### config.mk
export PLATFORM = sky130hd
export DESIGN_NAME = sparse_index_order_checker_unit_flat
export DESIGN_NICKNAME = d
export VERILOG_FILES = /design/src/sioc_pkg.sv /design/src/sioc_if.sv /design/src/sioc_lane.sv /design/src/sioc_merge.sv /design/src/sparse_index_order_checker_unit.sv /design/src/flat_wrapper.sv
export SDC_FILE = /design/constraint.sdc
export NUM_CORES = 1
export LEC_CHECK = 0
export BUFFER_PORTS_ARGS = -buffer_cell sky130_fd_sc_hd__buf_2
export CAP_MARGIN = 20
export CELL_PAD_IN_SITES_DETAIL_PLACEMENT = 1
export CELL_PAD_IN_SITES_GLOBAL_PLACEMENT = 2
export CORE_ASPECT_RATIO = 1.2
export CORE_MARGIN = 2
export CORE_UTILIZATION = 25
export CTS_CLUSTER_DIAMETER = 200
export DETAILED_ROUTE_END_ITERATION = 8
export PLACE_DENSITY_LB_ADDON = 0.15
export SYNTH_ARGS = -nofsm -noshare
export SYNTH_HDL_FRONTEND = slang
export SYNTH_SLANG_ARGS = --single-unit
### constraint.sdc
create_clock -name clk -period 19.95 [get_ports clk]
set_clock_uncertainty 0.2 [all_clocks]
set_input_delay 3.99 -clock clk [delete_from_list [all_inputs] [get_ports clk]]
set_output_delay 3.99 -clock clk [all_outputs]
set_load 0.02 [all_outputs]
### src/sioc_pkg.sv
// ----------------------------------------------------------------------------
// Sparse index order checker package
// Shared types and constants for the sparse index order checker.
// ----------------------------------------------------------------------------
`default_nettype none

package sioc_pkg;

    localparam int NUM_DIMS    = 4;
    localparam int DIM_W       = 2;
    localparam int COORD_W     = 64;
    localparam int EXTENT_W    = 63;
    localparam int RANK_W      = 3;
    localparam int ORDER_W     = NUM_DIMS * DIM_W;
    localparam int POS_OUT_W   = 32;
    localparam int CFG_INDEX_W = 3;
    localparam int CFG_DATA_W  = 63;

    localparam logic [RANK_W-1:0]  RANK_RESET  = 3'd1;
    localparam logic [ORDER_W-1:0] ORDER_RESET = 8'd228;

    typedef enum logic [2:0] {
        ST_OK      = 3'd0,
        ST_BOUNDS  = 3'd1,
        ST_ORDER   = 3'd2,
        ST_REPEAT  = 3'd3,
        ST_MISSING = 3'd4
    } status_t;

    typedef enum logic [CFG_INDEX_W-1:0] {
        REG_RANK        = 3'd0,
        REG_EXTENT_0    = 3'd1,
        REG_EXTENT_1    = 3'd2,
        REG_EXTENT_2    = 3'd3,
        REG_EXTENT_3    = 3'd4,
        REG_ORDER_KNOWN = 3'd5,
        REG_DIM_ORDER   = 3'd6
    } cfg_reg_t;

    typedef struct packed {
        logic oob;
        logic gt;
        logic lt;
    } lane_res_t;

    typedef struct packed {
        logic first;
        logic last;
    } s1_ctl_t;

    typedef struct packed {
        logic [RANK_W-1:0]  rank;
        logic               order_known;
        logic [ORDER_W-1:0] dim_order;
    } cfg_t;

endpackage

`default_nettype wire

### src/sioc_if.sv
// ----------------------------------------------------------------------------
// Sparse index order checker channels
// Valid/ready channels for index entries and for list results.
// ----------------------------------------------------------------------------
`default_nettype none

interface sioc_in_if;
    import sioc_pkg::*;

    logic                      valid;
    logic                      ready;
    logic signed [COORD_W-1:0] coord_0;
    logic signed [COORD_W-1:0] coord_1;
    logic signed [COORD_W-1:0] coord_2;
    logic signed [COORD_W-1:0] coord_3;
    logic                      last_entry;

    modport source (output valid, coord_0, coord_1, coord_2, coord_3, last_entry,
                    input ready);
    modport sink (input valid, coord_0, coord_1, coord_2, coord_3, last_entry,
                  output ready);
    modport monitor (input valid, ready, coord_0, coord_1, coord_2, coord_3,
                     last_entry);
endinterface

interface sioc_out_if;
    import sioc_pkg::*;

    logic                 valid;
    logic                 ready;
    logic [2:0]           status;
    logic [POS_OUT_W-1:0] bad_position;

    modport source (output valid, status, bad_position, input ready);
    modport sink (input valid, status, bad_position, output ready);
    modport monitor (input valid, ready, status, bad_position);
endinterface

`default_nettype wire

### src/sioc_lane.sv
// ----------------------------------------------------------------------------
// Sparse index order checker lane
// Holds one dimension of the previous entry and registers the bounds check
// and the signed comparison of the new coordinate against it.
// ----------------------------------------------------------------------------
`default_nettype none

module sioc_lane (
    input  logic                                clk,
    input  logic                                load,
    input  logic signed [sioc_pkg::COORD_W-1:0] coord,
    input  logic [sioc_pkg::EXTENT_W-1:0]       extent,
    output sioc_pkg::lane_res_t                 res
);
    import sioc_pkg::*;

    logic signed [COORD_W-1:0] prev_reg;
    lane_res_t                 res_reg;
    lane_res_t                 res_next;

    always_comb
    begin
        res_next.oob = coord[COORD_W-1] || (coord[EXTENT_W-1:0] >= extent);
        res_next.gt  = coord > prev_reg;
        res_next.lt  = coord < prev_reg;
    end

    always_ff @(posedge clk)
    begin
        if (load)
        begin
            prev_reg <= coord;
            res_reg  <= res_next;
        end
    end

    assign res = res_reg;

endmodule

`default_nettype wire

### src/sioc_merge.sv
// ----------------------------------------------------------------------------
// Sparse index order checker merge stage
// Combines the lane results in permuted order, latches the first error of the
// list and registers the result at the last entry.
// ----------------------------------------------------------------------------
`default_nettype none

module sioc_merge #(
    parameter int POSITION_BITS = 32
) (
    input  logic                                           clk,
    input  logic                                           rst_n,
    input  logic                                           fire,
    input  logic                                           take,
    input  sioc_pkg::s1_ctl_t                              ctl,
    input  sioc_pkg::lane_res_t [sioc_pkg::NUM_DIMS-1:0]   lanes,
    input  logic [POSITION_BITS-1:0]                       pos,
    input  sioc_pkg::cfg_t                                 cfg,
    output logic                                           res_valid,
    output sioc_pkg::status_t                              res_status,
    output logic [sioc_pkg::POS_OUT_W-1:0]                 res_pos
);
    import sioc_pkg::*;

    logic                     any_reg;
    logic                     any_next;
    logic                     ff_reg;
    logic                     ff_next;
    status_t                  code_reg;
    status_t                  code_next;
    logic [POSITION_BITS-1:0] epos_reg;
    logic [POSITION_BITS-1:0] epos_next;
    logic                     valid_reg;
    logic                     valid_next;
    status_t                  status_reg;
    status_t                  status_next;
    logic [POS_OUT_W-1:0]     pos_reg;
    logic [POS_OUT_W-1:0]     pos_next;

    logic                     in_bounds;
    logic                     different;
    logic                     increasing;
    status_t                  code_now;
    logic [POSITION_BITS+POS_OUT_W-1:0] epos_ext;

    always_comb
    begin
        logic [DIM_W-1:0] od;
        in_bounds  = 1'b1;
        different  = ctl.first;
        increasing = 1'b1;
        od         = '0;
        for (int k = 0; k < NUM_DIMS; k++)
        begin
            if (RANK_W'(k) < cfg.rank)
            begin
                od = cfg.dim_order[DIM_W*k +: DIM_W];
                if (lanes[k].oob)
                begin
                    in_bounds = 1'b0;
                end
                if (!ctl.first)
                begin
                    if (lanes[od].gt)
                    begin
                        different = 1'b1;
                    end
                    if (!different && lanes[od].lt)
                    begin
                        increasing = 1'b0;
                    end
                end
            end
        end
    end

    always_comb
    begin
        if (!in_bounds)
        begin
            code_now = ST_BOUNDS;
        end
        else if (!increasing)
        begin
            code_now = ST_ORDER;
        end
        else if (!different)
        begin
            code_now = ST_REPEAT;
        end
        else
        begin
            code_now = ST_OK;
        end
    end

    always_comb
    begin
        ff_next   = ff_reg || lanes[0].oob || (!ctl.first && !lanes[0].gt);
        any_next  = any_reg;
        code_next = code_reg;
        epos_next = epos_reg;
        if (!any_reg && code_now != ST_OK)
        begin
            any_next  = 1'b1;
            code_next = code_now;
            epos_next = pos;
        end
    end

    assign epos_ext = {{POS_OUT_W{1'b0}}, epos_next};

    always_comb
    begin
        if (cfg.rank == RANK_W'(1) && !ff_next)
        begin
            status_next = ST_OK;
            pos_next    = '0;
        end
        else if (!cfg.order_known)
        begin
            status_next = ST_MISSING;
            pos_next    = '0;
        end
        else if (any_next)
        begin
            status_next = code_next;
            pos_next    = epos_ext[POS_OUT_W-1:0];
        end
        else
        begin
            status_next = ST_OK;
            pos_next    = '0;
        end
    end

    always_comb
    begin
        if (fire && ctl.last)
        begin
            valid_next = 1'b1;
        end
        else if (take)
        begin
            valid_next = 1'b0;
        end
        else
        begin
            valid_next = valid_reg;
        end
    end

    always_ff @(posedge clk or negedge rst_n)
    begin
        if (!rst_n)
        begin
            any_reg   <= 1'b0;
            ff_reg    <= 1'b0;
            code_reg  <= ST_OK;
            epos_reg  <= '0;
            valid_reg <= 1'b0;
        end
        else
        begin
            valid_reg <= valid_next;
            if (fire)
            begin
                if (ctl.last)
                begin
                    any_reg  <= 1'b0;
                    ff_reg   <= 1'b0;
                    code_reg <= ST_OK;
                    epos_reg <= '0;
                end
                else
                begin
                    any_reg  <= any_next;
                    ff_reg   <= ff_next;
                    code_reg <= code_next;
                    epos_reg <= epos_next;
                end
            end
        end
    end

    always_ff @(posedge clk)
    begin
        if (fire && ctl.last)
        begin
            status_reg <= status_next;
            pos_reg    <= pos_next;
        end
    end

    assign res_valid  = valid_reg;
    assign res_status = status_reg;
    assign res_pos    = pos_reg;

endmodule

`default_nettype wire

### src/sparse_index_order_checker_unit.sv
// ----------------------------------------------------------------------------
// Sparse index order checker unit
// Checks the coordinates of a sparse index list for bounds and strict
// lexicographic order under a configurable dimension permutation.
// ----------------------------------------------------------------------------
// Throughput: one entry per cycle unless stalled; four compare lanes cover
// all dimensions. Merge registers the result when the last entry fires.
// A waiting result stalls input only once a further last entry reaches merge.
// Reset clears the list state and loads the register defaults.
// ----------------------------------------------------------------------------
`default_nettype none

module sparse_index_order_checker_unit #(
    parameter int MAX_RANK      = 4,
    parameter int POSITION_BITS = 32
) (
    input  logic                                 clk,
    input  logic                                 rst_n,
    sioc_in_if.sink                              entry,
    sioc_out_if.source                           result,
    input  logic                                 cfg_we,
    input  logic [sioc_pkg::CFG_INDEX_W-1:0]     cfg_index,
    input  logic [sioc_pkg::CFG_DATA_W-1:0]      cfg_data
);
    import sioc_pkg::*;

    logic [RANK_W-1:0]        rank_reg;
    logic [EXTENT_W-1:0]      extent_reg [NUM_DIMS];
    logic                     order_known_reg;
    logic [ORDER_W-1:0]       dim_order_reg;

    logic [POSITION_BITS-1:0] cnt_reg;
    logic [POSITION_BITS-1:0] cnt_next;
    logic                     s1_valid_reg;
    logic                     s1_valid_next;
    s1_ctl_t                  s1_ctl_reg;
    logic [POSITION_BITS-1:0] s1_pos_reg;

    logic signed [COORD_W-1:0]   coord_in [NUM_DIMS];
    lane_res_t [NUM_DIMS-1:0]    lane_res;
    cfg_t                        cfg;
    logic                        accept;
    logic                        fire;
    logic                        res_valid;
    status_t                     res_status;
    logic [POS_OUT_W-1:0]        res_pos;

    always_ff @(posedge clk or negedge rst_n)
    begin
        if (!rst_n)
        begin
            rank_reg        <= RANK_RESET;
            for (int i = 0; i < NUM_DIMS; i++)
            begin
                extent_reg[i] <= '0;
            end
            order_known_reg <= 1'b1;
            dim_order_reg   <= ORDER_RESET;
        end
        else if (cfg_we)
        begin
            unique case (cfg_index)
                REG_RANK:        rank_reg        <= cfg_data[RANK_W-1:0];
                REG_EXTENT_0:    extent_reg[0]   <= cfg_data;
                REG_EXTENT_1:    extent_reg[1]   <= cfg_data;
                REG_EXTENT_2:    extent_reg[2]   <= cfg_data;
                REG_EXTENT_3:    extent_reg[3]   <= cfg_data;
                REG_ORDER_KNOWN: order_known_reg <= cfg_data[0];
                REG_DIM_ORDER:   dim_order_reg   <= cfg_data[ORDER_W-1:0];
                default:         ;
            endcase
        end
    end

    always_comb
    begin
        cfg.rank        = (rank_reg > RANK_W'(MAX_RANK)) ? RANK_W'(MAX_RANK) : rank_reg;
        cfg.order_known = order_known_reg;
        cfg.dim_order   = dim_order_reg;
    end

    assign coord_in[0] = entry.coord_0;
    assign coord_in[1] = entry.coord_1;
    assign coord_in[2] = entry.coord_2;
    assign coord_in[3] = entry.coord_3;

    assign fire        = s1_valid_reg && (!s1_ctl_reg.last || !res_valid || result.ready);
    assign entry.ready = !s1_valid_reg || fire;
    assign accept      = entry.valid && entry.ready;

    for (genvar d = 0; d < NUM_DIMS; d++)
    begin : g_lane
        sioc_lane u_lane (
            .clk    (clk),
            .load   (accept),
            .coord  (coord_in[d]),
            .extent (extent_reg[d]),
            .res    (lane_res[d])
        );
    end

    always_comb
    begin
        cnt_next      = cnt_reg;
        s1_valid_next = s1_valid_reg;
        if (accept)
        begin
            cnt_next      = entry.last_entry ? '0 : cnt_reg + 1'b1;
            s1_valid_next = 1'b1;
        end
        else if (fire)
        begin
            s1_valid_next = 1'b0;
        end
    end

    always_ff @(posedge clk or negedge rst_n)
    begin
        if (!rst_n)
        begin
            cnt_reg      <= '0;
            s1_valid_reg <= 1'b0;
        end
        else
        begin
            cnt_reg      <= cnt_next;
            s1_valid_reg <= s1_valid_next;
        end
    end

    always_ff @(posedge clk)
    begin
        if (accept)
        begin
            s1_ctl_reg.first <= (cnt_reg == '0);
            s1_ctl_reg.last  <= entry.last_entry;
            s1_pos_reg       <= cnt_reg;
        end
    end

    sioc_merge #(
        .POSITION_BITS (POSITION_BITS)
    ) u_merge (
        .clk        (clk),
        .rst_n      (rst_n),
        .fire       (fire),
        .take       (result.ready),
        .ctl        (s1_ctl_reg),
        .lanes      (lane_res),
        .pos        (s1_pos_reg),
        .cfg        (cfg),
        .res_valid  (res_valid),
        .res_status (res_status),
        .res_pos    (res_pos)
    );

    assign result.valid        = res_valid;
    assign result.status       = res_status;
    assign result.bad_position = res_pos;

endmodule

`default_nettype wire

### src/flat_wrapper.sv
// flat-port wrapper written by rule: the top's interface ports become plain ports
module sparse_index_order_checker_unit_flat import sioc_pkg::*;
#(
    parameter int MAX_RANK      = 4,
    parameter int POSITION_BITS = 32
)
  (clk, rst_n, cfg_we, cfg_index, cfg_data, entry_valid, entry_coord_0, entry_coord_1, entry_coord_2, entry_coord_3, entry_last_entry, entry_ready, result_valid, result_status, result_bad_position, result_ready);
  sioc_in_if entry_i ();
  sioc_out_if result_i ();
  input  logic clk;
  input  logic rst_n;
  input  logic cfg_we;
  input  logic [sioc_pkg::CFG_INDEX_W-1:0] cfg_index;
  input  logic [sioc_pkg::CFG_DATA_W-1:0] cfg_data;
  input wire logic [$bits(entry_i.valid)-1:0] entry_valid;
  input wire logic [$bits(entry_i.coord_0)-1:0] entry_coord_0;
  input wire logic [$bits(entry_i.coord_1)-1:0] entry_coord_1;
  input wire logic [$bits(entry_i.coord_2)-1:0] entry_coord_2;
  input wire logic [$bits(entry_i.coord_3)-1:0] entry_coord_3;
  input wire logic [$bits(entry_i.last_entry)-1:0] entry_last_entry;
  output wire logic [$bits(entry_i.ready)-1:0] entry_ready;
  output wire logic [$bits(result_i.valid)-1:0] result_valid;
  output wire logic [$bits(result_i.status)-1:0] result_status;
  output wire logic [$bits(result_i.bad_position)-1:0] result_bad_position;
  input wire logic [$bits(result_i.ready)-1:0] result_ready;
  assign entry_i.valid = entry_valid;
  assign entry_i.coord_0 = entry_coord_0;
  assign entry_i.coord_1 = entry_coord_1;
  assign entry_i.coord_2 = entry_coord_2;
  assign entry_i.coord_3 = entry_coord_3;
  assign entry_i.last_entry = entry_last_entry;
  assign entry_ready = entry_i.ready;
  assign result_valid = result_i.valid;
  assign result_status = result_i.status;
  assign result_bad_position = result_i.bad_position;
  assign result_i.ready = result_ready;
  sparse_index_order_checker_unit #(.MAX_RANK(MAX_RANK), .POSITION_BITS(POSITION_BITS)) u_core (.clk(clk), .rst_n(rst_n), .entry(entry_i), .result(result_i), .cfg_we(cfg_we), .cfg_index(cfg_index), .cfg_data(cfg_data));
endmodule
==> results.md <==
- DRT Pass-1 Iters: 5
- Worst hold path type: reg2reg
- Syn Nets: 4179
- H-tree depth: 3
- Bufs on Longest Clock Path: 3
- I/O pins: 365
- Number of buffers created by CTS: 86
- Synth cell count leaders: inv_1 (537), ha_1 (510), edfxtp_1 (337)
- Met3 WL: just under 8 mm
- Crit path capture: entry_ready
- Hold WS: 0.2935 ns
- GRT overflow: 0
- Period utilization: 44.36%
- Post_cts resized: 0
- Area Overhead vs Synth: 19.88%
- CP Data Required Time: approximately 16 ns
- Setup WS pre-CTS: 11.04 ns
- Worst-case reg-to-reg path depth: 6
- 1st-iter DRT viols: 1195
- DIE AREA: about 150000 sq um
- Clk sinks: between 600 and 700
- Fillers: roughly 16000
- Share of layout cells above drive strength 1: between 15 and 20%
- Hold_buf cts: 0
- P_sw: approximately 1.2 mW
- Post-synth EDFFs: 337
- Post-route ant nets: 0
- Initial core utilization: roughly a quarter
- Post-CTS setup buffer count: 0
- Register bit total from synthesis: between 600 and 700
- Height of the die: roughly 420 um
- Endpoints failing setup: 0
- WP depth: 3
- Setup TNS: 0 ns
- Maximum Capacitance Violations: 0
- CTS tree: yes
- Largest register FFs: 256
- Buffers & Inverters on Critical Path: 2
- Finished Cell Area: between 40000 and 50000 sq um
- R2r setup slk: between 15 and 20 ns
- Vias: approximately 26000
- Status: completed
- Nets: between 4000 and 5000
- Largest area contributor in the netlist: edfxtp_1
- Total Wirelength: ~130 mm
- GP Congestion: around 0.8
- PortBufs: 364
- Routed len/inst: approximately 22 um
- Final max-slew violation count: 0
- Core area: 145100 sq um
- Post-synthesis sequential area ratio: 50.62%
- Clk_lat worst skew: just under 0.7 ns
- Worst Max-Slew Pin Slew: 1.055 ns
- Global-route wire length before repair: about 190 mm
- WL met2: 60.18 mm
- Sw Share: around 29%
- Crit path top cell by count: buf_2
- Largest net degree at the start of global routing: 132
- Wire length on met1: about 55 mm
- Worst IR Drop VDD: approximately 0.000064 V
- PD cells: just under 100 nW/um^2
- Gate power share: 19.6%
- Relative slew slack: between 20% and 30%
- Final worst slack: ~11 ns
- P_int: 3.009 mW
- RSZ-0062 raised after global routing: false
- Critical path type: in2out
- Core Util, Final: a little under a third
- Root buffer cell: clkbuf_16
- Vias in the first global route: roughly 28000
- Fmax: ~110 MHz
- Syn Inst Count: between 3000 and 4000
- Overall Global Routing Usage: between 10% and 20%
- Initial antenna violation count: 65
- Final HPWL DP: ~99 mm
- Main synth FF type: edfxtp_1
- Core Rows: about 150
- DIE WIDTH: about 350 um
- Crit path max-delay family: buffers and inverters
- Clk slew on worst S/H paths: 0.06 ns
- YS warnings: 0
- Post-synth cell types: 72
- Largest cells by area after synthesis: edfxtp_1 (28%), dfrtp_1 (23%), ha_1 (17%), inv_1 (5.5%), o21ai_0 (4.0%)
- Clk pwr share: around two fifths
- Worst path max stage delay: ~0.30 ns
- Final min period: about 8.9 ns
- Crit path cell chain: buf_2 > nand4b_1 > buf_2
- Worst path arrival time: around 4.7 ns
- Most frequent cell after synthesis: inv_1
- Worst Setup SP: result_ready
- Share of the synthesized area in the top cell type: 27.67%
- CP endpoint kind: primary output
- Via density: around 4.6
- Leak pwr: approximately 20 nW
- Syn_area_per_cell: 10.95 sq um
- Reg2reg end: u_core.g_lane[2].u_lane.res[1]$_DFFE_PP_
- Cell Area, Synth: approximately 37000 sq um
- CP Launch Type: input pin
- CP max FO: 4
- Placed inst area: between 40000 and 50000 sq um
- Sequential group share of total power: 40.5%
- Worst R2R Start: u_core.s1_ctl_reg[0]$_DFFE_PP_
- Slowest CP cell: nand4b_1
- Ys async rst share: between 40% and 50%
- Top sig layer: met5
- DR DRC count: 0
- Hold Vio Cnt, Final: 0
==> power by group through the flow <==
| stage | clock network (mW) | logic, mW | registers [mW] |
|---|---|---|---|
| after floorplan | 0 | 0.535 | 1.74 |
| after global placement | 0 | 0.844 | 1.74 |
| after detailed placement | 0 | 0.852 | 1.75 |
| after CTS | 1.77 | 0.860 | 1.72 |
| after global routing | 1.81 | 0.968 | 1.74 |
| final | 1.69 | 0.833 | 1.72 |
==> cells by family (layout without fill, tap and decap cells) <==
family	after synthesis	in the layout	synth area share [%]
buffers and inverters	602	1083	6.292
and+or+nand+nor	720	720	9.405
muxes	122	122	3.849
DFF	672	672	50.62
other	0	6	0
adders and majority gates	510	510	17.45
AOI/OAI and AO/OA	689	689	11.77
xor gates and xnor gates	26	26	0.6227
==> stage by stage <==
step           power, mW  instances
6_report           4.245       5765
5_1_grt            4.519       5762
4_1_cts            4.348       5759
3_5_place_dp       2.599       5597
3_3_place_gp       2.586       5597
2_1_floorplan      2.274       3341
==> cell type report <==
type,instances,area (sq um),area share [%]
sequential,672,18510,42.22
timing repair buffer,384,1994,4.549
antenna,6,15.01,0.03425
clock inverter,24,385.4,0.8790
inverter,537,2023,4.615
tap,1937,2424,5.528
multi-input combinational,2067,15810,36.06
clock buffer,138,2680,6.113
==> worst min-delay path by stage <==
stage | from | end | cells past startpoint
after global routing | u_core.u_merge.epos_reg[13]$_DFFE_PN0P_ | u_core.u_merge.epos_reg[13]$_DFFE_PN0P_ | 1
after floorplan | u_core.cnt_reg[2]$_DFFE_PN0P_ | u_core.s1_pos_reg[2]$_DFFE_PP_ | 0
after CTS | u_core.u_merge.code_reg[2]$_DFFE_PN0P_ | u_core.u_merge.code_reg[2]$_DFFE_PN0P_ | 1
after global placement | u_core.u_merge.code_reg[2]$_DFFE_PN0P_ | u_core.u_merge.code_reg[2]$_DFFE_PN0P_ | 1
final | u_core.u_merge.code_reg[2]$_DFFE_PN0P_ | u_core.u_merge.code_reg[2]$_DFFE_PN0P_ | 1
after detailed placement | u_core.u_merge.epos_reg[26]$_DFFE_PN0P_ | u_core.u_merge.epos_reg[26]$_DFFE_PN0P_ | 1
==> layout by cell type, fill, tap and decap left out, types with 14 or more instances in the layout <==
cell,count
inv_1,536
ha_1,510
buf_2,363
edfxtp_1,337
dfrtp_1,329
o21ai_0,289
nand2_1,272
nor2_1,148
a21oi_1,116
nand4_1,108
clkbuf_16,88
mux2_2,79
a21o_1,66
nand3_1,46
mux2i_1,36
a211oi_1,35
nor3_1,31
a22o_1,31
clkbuf_8,29
o21a_1,25
o211ai_1,24
nor4_1,23
clkbuf_1,21
xor2_1,19
buf_4,19
and3_1,16
and4_1,15
nand2b_1,14
==> routing by layer <==
metal  global-route usage (%)  vias to the layer above
met5                        0                        -
met4                    4.312                       74
met3                    4.392                      214
met2                    28.61                      517
met1                    21.46                    12875
li1                         -                    12740
==> worst register-to-register path, stage by stage, from the launching register on <==
cell      delay [ns]
edfxtp_1        0.58
nand4b_1        0.30
nand2_1         0.32
inv_8           0.52
buf_4           0.80
buf_4           0.79
buf_4           0.87
Power figures use the tool's default switching activity.
